## src/hw/rtl/ycbcr420_pair_to_rgb565_assert.svh

```systemverilog
// Assertion macros for the YCbCr pair to RGB565 converter.
// Used by the top level; expects clk_i and rst_ni in the enclosing scope.
`ifndef YCBCR420_PAIR_TO_RGB565_ASSERT_SVH
`define YCBCR420_PAIR_TO_RGB565_ASSERT_SVH

// Checked only while out of reset.
`define Y2R_ASSERT(lbl, prop, msg) \
  lbl: assert property (@(posedge clk_i) disable iff (!rst_ni) prop) else $error(msg);

// Checked at every edge, reset included.
`define Y2R_ASSERT_ALWAYS(lbl, prop, msg) \
  lbl: assert property (@(posedge clk_i) prop) else $error(msg);

`endif

```

## src/hw/rtl/y2r_pkg.sv

```systemverilog
// Shared constants, types and arithmetic helpers of the YCbCr to RGB565 converter.
// No dependencies.
`timescale 1ns / 1ps

package y2r_pkg;

  // Channel widths of the packed pixel.
  localparam int unsigned RED_BITS   = 5;
  localparam int unsigned GREEN_BITS = 6;
  localparam int unsigned BLUE_BITS  = 5;
  localparam int unsigned PACK_W     = RED_BITS + GREEN_BITS + BLUE_BITS;
  localparam int unsigned PIXEL_W    = 16;

  // Conversion weights, luma scaled by 128.
  localparam int LUMA_WEIGHT = 128;
  localparam int CR_TO_RED   = 179;
  localparam int CB_TO_GREEN = -43;
  localparam int CR_TO_GREEN = -91;
  localparam int CB_TO_BLUE  = 227;
  localparam int ROUND_BIAS  = 127 * LUMA_WEIGHT;
  localparam int SCALE_SHIFT = 15;

  // Weighted sums lie in -29056..61469; scaled sums stay below 2^24 in magnitude.
  localparam int unsigned SUM_W = 18;
  localparam int unsigned SCL_W = 26;
  localparam int unsigned CLP_W = SCL_W - SCALE_SHIFT;

  typedef logic signed [SUM_W-1:0] sum_t;
  typedef logic signed [SCL_W-1:0] scaled_t;

  // Centered chroma pair, each in -128..127.
  typedef struct packed {
    logic signed [7:0] cb;
    logic signed [7:0] cr;
  } chroma_t;

  // (2^bits-1)*v + floor(v / 2^(8-bits)) + bias, before the final shift.
  function automatic scaled_t scale_sum(input sum_t v, input int unsigned bits);
    int top;
    top = (1 << bits) - 1;
    return SCL_W'(top * v + (v >>> (8 - bits)) + ROUND_BIAS);
  endfunction

  // Final floor shift and clamp to 0..2^bits-1.
  function automatic logic [7:0] shift_clamp(input scaled_t s, input int unsigned bits);
    logic signed [CLP_W-1:0] q;
    logic signed [CLP_W-1:0] top;
    logic [7:0]              res;
    q   = CLP_W'(s >>> SCALE_SHIFT);
    top = CLP_W'((1 << bits) - 1);
    if (q < 0) begin
      res = '0;
    end else if (q > top) begin
      res = top[7:0];
    end else begin
      res = q[7:0];
    end
    return res;
  endfunction

endpackage

```

## src/hw/rtl/y2r_pixel_pipe.sv

```systemverilog
// Three-stage datapath for one pixel: weighted sums, scaling, clamp and pack.
// Depends on y2r_pkg.
`timescale 1ns / 1ps

module y2r_pixel_pipe (
  input  logic                         clk_i,
  input  logic [7:0]                   luma_i,
  input  y2r_pkg::chroma_t             chroma_i,
  output logic [y2r_pkg::PIXEL_W-1:0]  pixel_o
);

  y2r_pkg::sum_t    yy;
  y2r_pkg::sum_t    cb_ext;
  y2r_pkg::sum_t    cr_ext;
  y2r_pkg::sum_t    sum_r_d, sum_g_d, sum_b_d;
  y2r_pkg::sum_t    sum_r_q, sum_g_q, sum_b_q;
  y2r_pkg::scaled_t scl_r_d, scl_g_d, scl_b_d;
  y2r_pkg::scaled_t scl_r_q, scl_g_q, scl_b_q;
  logic [7:0]       red, green, blue;
  logic [y2r_pkg::PACK_W+y2r_pkg::PIXEL_W-1:0] word;
  logic [y2r_pkg::PIXEL_W-1:0] pixel_d, pixel_q;

  always_comb begin
    yy     = y2r_pkg::SUM_W'(y2r_pkg::LUMA_WEIGHT * $signed({1'b0, luma_i}));
    cb_ext = y2r_pkg::SUM_W'(chroma_i.cb);
    cr_ext = y2r_pkg::SUM_W'(chroma_i.cr);
    sum_r_d = y2r_pkg::SUM_W'(yy + y2r_pkg::CR_TO_RED * cr_ext);
    sum_g_d = y2r_pkg::SUM_W'(yy + y2r_pkg::CB_TO_GREEN * cb_ext
                                 + y2r_pkg::CR_TO_GREEN * cr_ext);
    sum_b_d = y2r_pkg::SUM_W'(yy + y2r_pkg::CB_TO_BLUE * cb_ext);
  end

  always_comb begin
    scl_r_d = y2r_pkg::scale_sum(sum_r_q, y2r_pkg::RED_BITS);
    scl_g_d = y2r_pkg::scale_sum(sum_g_q, y2r_pkg::GREEN_BITS);
    scl_b_d = y2r_pkg::scale_sum(sum_b_q, y2r_pkg::BLUE_BITS);
  end

  always_comb begin
    red   = y2r_pkg::shift_clamp(scl_r_q, y2r_pkg::RED_BITS);
    green = y2r_pkg::shift_clamp(scl_g_q, y2r_pkg::GREEN_BITS);
    blue  = y2r_pkg::shift_clamp(scl_b_q, y2r_pkg::BLUE_BITS);
    // Wider channel settings push red past bit 15; only the low 16 bits are kept.
    word    = {{y2r_pkg::PIXEL_W{1'b0}}, red[y2r_pkg::RED_BITS-1:0],
               green[y2r_pkg::GREEN_BITS-1:0], blue[y2r_pkg::BLUE_BITS-1:0]};
    pixel_d = word[y2r_pkg::PIXEL_W-1:0];
  end

  // Payload registers only; the valid bits live in the top level.
  always_ff @(posedge clk_i) begin
    sum_r_q <= sum_r_d;
    sum_g_q <= sum_g_d;
    sum_b_q <= sum_b_d;
    scl_r_q <= scl_r_d;
    scl_g_q <= scl_g_d;
    scl_b_q <= scl_b_d;
    pixel_q <= pixel_d;
  end

  assign pixel_o = pixel_q;

endmodule

```

## src/hw/rtl/ycbcr420_pair_to_rgb565.sv

```systemverilog
// Top level of the full-range YCbCr pixel pair to RGB565 converter.
// Depends on y2r_pkg, y2r_pixel_pipe and ycbcr420_pair_to_rgb565_assert.svh.
`timescale 1ns / 1ps

// Converts two neighboring luma bytes and their shared Cb/Cr bytes into two
// RGB565 pixels.
// A beat is taken at each rising edge with start_i high and busy_o low. busy_o
// is tied low, so a new beat may be issued in every cycle.
// A beat taken at an edge passes the input, weighted sum, scaling and pixel
// registers in that order, then shows up on pixel_first_o and pixel_second_o,
// with done_o high, for a single cycle, and is taken by the receiver at its end.
// Throughput is one pixel pair per cycle, set by the four register stages
// (input and chroma centering, weighted sums, scaling, clamp and pack) that
// every beat passes through in lockstep.
// The results are shown for exactly one cycle and the receiver cannot hold
// them off; it must take each beat when done_o is high.
// Reset clears the valid bits of all stages, so no result appears from beats
// that were in flight; the payload registers are not reset.
module ycbcr420_pair_to_rgb565 (
  input  logic        clk_i,
  input  logic        rst_ni,
  input  logic        start_i,
  output logic        busy_o,
  input  logic [7:0]  luma_first_i,
  input  logic [7:0]  luma_second_i,
  input  logic [7:0]  chroma_blue_i,
  input  logic [7:0]  chroma_red_i,
  output logic        done_o,
  output logic [15:0] pixel_first_o,
  output logic [15:0] pixel_second_o
);

  localparam int unsigned STAGES = 4;

  logic [STAGES-1:0] valid_d, valid_q;
  logic [7:0]        luma_first_q, luma_second_q;
  y2r_pkg::chroma_t  chroma_d, chroma_q;
  logic              accept;

  assign busy_o = 1'b0;
  assign accept = start_i && !busy_o;

  // Flipping the top bit of an offset byte gives the byte minus 128 as signed.
  always_comb begin
    chroma_d.cb = $signed({~chroma_blue_i[7], chroma_blue_i[6:0]});
    chroma_d.cr = $signed({~chroma_red_i[7], chroma_red_i[6:0]});
    valid_d     = {valid_q[STAGES-2:0], accept};
  end

  always_ff @(posedge clk_i or negedge rst_ni) begin
    if (!rst_ni) begin
      valid_q <= '0;
    end else begin
      valid_q <= valid_d;
    end
  end

  always_ff @(posedge clk_i) begin
    luma_first_q  <= luma_first_i;
    luma_second_q <= luma_second_i;
    chroma_q      <= chroma_d;
  end

  y2r_pixel_pipe u_pixel_first (
    .clk_i    (clk_i),
    .luma_i   (luma_first_q),
    .chroma_i (chroma_q),
    .pixel_o  (pixel_first_o)
  );

  y2r_pixel_pipe u_pixel_second (
    .clk_i    (clk_i),
    .luma_i   (luma_second_q),
    .chroma_i (chroma_q),
    .pixel_o  (pixel_second_o)
  );

  assign done_o = valid_q[STAGES-1];

`include "ycbcr420_pair_to_rgb565_assert.svh"

  `Y2R_ASSERT(a_beat_gives_result, accept |-> ##4 done_o, "accepted beat produced no result")
  `Y2R_ASSERT(a_result_has_beat, done_o |-> $past(accept, 4), "result without an accepted beat")
  `Y2R_ASSERT_ALWAYS(a_reset_quiet, !rst_ni |-> !done_o, "result strobe during reset")

endmodule

```

## config.mk

```make
export PLATFORM = sky130hd
export DESIGN_NAME = ycbcr420_pair_to_rgb565
export DESIGN_NICKNAME = d
export VERILOG_FILES = /design/src/hw/rtl/y2r_pkg.sv /design/src/hw/rtl/y2r_pixel_pipe.sv /design/src/hw/rtl/ycbcr420_pair_to_rgb565.sv
export VERILOG_INCLUDE_DIRS = /design/src /design/src/hw/rtl
export SDC_FILE = /design/constraint.sdc
export NUM_CORES = 2
export LEC_CHECK = 0
export BUFFER_PORTS_ARGS = -buffer_cell sky130_fd_sc_hd__buf_2
export CAP_MARGIN = 40
export CORE_MARGIN = 3
export CORE_UTILIZATION = 35
export DETAILED_ROUTE_END_ITERATION = 10
export GPL_ROUTABILITY_DRIVEN = 0
export PLACE_DENSITY = 0.6
export SYNTH_ARGS = -nofsm -noshare
export SYNTH_HDL_FRONTEND = slang
export SYNTH_SLANG_ARGS = --single-unit
```

## constraint.sdc

```tcl
create_clock -name clk_i -period 7.3 [get_ports clk_i]
set_input_delay 1.46 -clock clk_i [delete_from_list [all_inputs] [get_ports clk_i]]
set_output_delay 1.46 -clock clk_i [all_outputs]
set_load 0.005 [all_outputs]
```

==> impl_results.md <==
- Outcome: finished, final reports clean
- Worst slew pin tran: 0.8074 ns
- Dpl hpwl: 53,580 µm
- Cell Chain, Critical Path: fa_1 -> fa_1 -> fa_1 -> xor2_1 -> ha_1 -> a21o_1 -> ha_1 -> and4_1 -> and4_4 -> a311o_1 -> or4_4 -> a31oi_2 -> mux2i_1 -> nor4b_2 -> a41oi_1 -> a211oi_2 -> xnor2_1
- Worst EP arrival: 6.75 ns
- Clock tree buffer depth: 3
- CP dominant cell by count: fa_1
- Vias/cell: 4.674
- Synth Warn #: 0
- Pre-CTS setup slack: 1.123 ns
- Syn nets: 4,198
- IO Pins: 69
- Overflow after GRT: 0
- Final WS setup: 1.094 ns
- CTS resizes: 0
- Met2 Usage GRT: 0.2380
- Post-synth EDFFs: 0
- Core Box Area: 87,290 µm²
- Final Setup Violations: 0
- Max-cap violations: 0
- HP Class: reg2reg
- WP data required: 7.85 ns
- CP peak stage delay: 0.60 ns
- Fill cells: 8,751
- Ys async rst share: 0.01810
- Fin Setup TNS: 0 ns
- Final-stage net count: 4,282
- Drc violations: 0
- Initial antenna violation count: 5
- Count leader, synth: inv_1
- Most instantiated cells after synthesis: 743 x inv_1, 476 x ha_1, 462 x fa_1, 217 x dfxtp_1, 182 x xnor2_1
- DR WL/cell: 13.90 µm
- Share of layout cells above drive strength 1: 0.04623
- Top FF cell, synth: dfxtp_1
- Unrepaired setup endpoints after global routing: false
- H-tree depth: 1
- Startpoint class of the critical path: register
- Die area: 92,060 µm²
- Fmax: 0.1611 GHz
- Port bufs: 67
- GR peak layer: met2
- Hold Buf Count CTS: 0
- Placed Instances: 4,432
- WS Path Type: reg2reg
- CTS tree: done
- GRT met3 Usage: 0.01969
- Overall die height: 303.4 µm
- Filler-free cell count of the finished design: 4,490
- Clk sinks: 221
- Avg Cell Area, Syn: 9.600 µm²
- Worst-Skew Late Latency: 0.61 ns
- First-pass GRT wire length: 106,900 µm
- Vias: 20,987
- Crit path max-delay cell type: dfxtp_1
- Post-synth top area share: 0.2987
- Crit path max fanout: 9
- Largest net degree at the start of global routing: 26
- Initial DRC count: 830
- Yosys cell types: 91
- Worst Skew: 0.03410 ns
- Hold Slack: 0.3488 ns
- GRT met1 Usage: 0.1942
- Final WL: 62,430 µm
- Starting Density: 0.3547
- TritonCTS Buffers: 30
- Sequential element share of the synthesized area: 0.1435
- Syn-to-layout area delta: 8.802%
- Worst-path clk slew: 0.06 ns
- CTS Root Cell: clkbuf_16
- Largest cells by area after synthesis: fa_1 30%, ha_1 19%, dfxtp_1 14%, inv_1 9.0%, xnor2_1 5.1%
- Period utilization: 0.8502
- Yosys reg bits: 221
- Max-slew violations: 0
- Final Hold Viols: 0
- Row count: 108
- Chip Width: 303.4 µm
- DRT antenna net count: 0
- Synth area leader: fa_1
- Cells after Synth: 3,225
- Mapped cell area: 30,960 µm²
- Vias in the first global route: 21,724
- Period minus WS final: 6.206 ns
- Global Route Usage Sum: 0.1423
- Post-CTS Setup Inserts: 0
- Crit. End Element: register
- Iteration count of the initial detailed-routing pass: 5
- Relative slew slack: 0.4478
-- flip-flops by register name, indices dropped and copies added (netlist names), 16 cells and up --
name / cells
u_pixel_first.pixel_o: 16
u_pixel_first.sum_r_q: 18
u_pixel_first.sum_b_q: 18
u_pixel_second.pixel_o: 16
chroma_q: 16
u_pixel_first.sum_g_q: 18
-- cell type report --
class,instances,area (µm²),share of cell area
Tap cell,1155,1445,0.04290
Timing Repair Buffer,72,372.9,0.01107
Sequential cell,221,4444,0.1319
Multi-Input combinational cell,2241,23630,0.7015
Inverter,743,2789,0.08279
Clock inverter,15,170.2,0.005052
Clock buffer,39,824.5,0.02448
Antenna cell,4,10.01,0.0002972
-- logic make-up (layout without fill, tap and decap cells) --
logic type	after synthesis	after routing	share of synthesized area
AOI/OAI and AO/OA	472	472	0.1019
xor gates and xnor gates	264	264	0.07468
adders and majority gates	940	940	0.4918
buffers and inverters	763	869	0.09323
DFF	221	221	0.1436
muxes	21	21	0.006911
other	1	5	0.0001211
and+or+nand+nor	543	543	0.08786
-- metrics by stage --
step	area, µm²	util
floorplan	30960	-
global placement	32680	0.3744
detailed placement	32680	0.3744
CTS	33670	0.3858
global route	33680	0.3858
finish	33680	0.3859
-- metal layers --
metal	wire length, µm	vias to the layer above	share of wire
li1	-	10557	-
met1	29480	10130	0.47
met2	28980	221	0.46
met3	2422	77	0.039
met4	1529	2	0.024
met5	13	-	0.00021
-- critical path: cells and delay by family, from the launching register on --
| family | cells | cell delay (ns) |
|---|---|---|
| xor gates and xnor gates | 2 | 0.34 |
| and+or+nand+nor | 4 | 1.53 |
| AOI/OAI and AO/OA | 5 | 1.35 |
| DFF | 1 | 0.60 |
| adders and majority gates | 5 | 2.07 |
| muxes | 1 | 0.26 |
-- final timing paths --
kind | startpoint | end | depth (start not counted) | slack, ns
min in group asynchronous | rst_ni | valid_q[3] | 1 | 0.66
worst min-delay path | valid_q[0] | valid_q[1] | 0 | 0.35
worst max register to register | u_pixel_first.sum_r_q[6] | u_pixel_first.scl_r_q[24] | 17 | 1.09
worst min register to register | valid_q[0] | valid_q[1] | 0 | 0.35
max in group asynchronous | rst_ni | valid_q[2] | 1 | 6.52
worst max-delay path | u_pixel_first.sum_r_q[6] | u_pixel_first.scl_r_q[24] | 17 | 1.09
-- layout by cell type, fill, tap and decap left out, drive strengths merged, types with 6 or more instances in the layout --
cell,n
nor3b,10
nand2b,25
o221ai,6
a2111oi,8
or4,10
buf,72
a211oi,22
xnor2,182
fa,462
nand3,33
a21oi,133
a21boi,10
xor2,82
clkbuf,39
mux2i,18
ha,476
nand2,112
o31ai,6
nor2b,22
and2,19
o211ai,10
inv,745
a31oi,11
clkinv,9
or3,21
nor3,64
nor2,154
o21a,19
o22ai,7
or2,8
a21o,58
dfxtp,217
and3,18
a41oi,6
nand4,14
nor4,8
o21ai,83
o21bai,36
and4,7
a211o,7
Power is left out: the tool's default activity adds up to more than one toggle a clock period on the data nets, which glitch-free logic cannot reach.
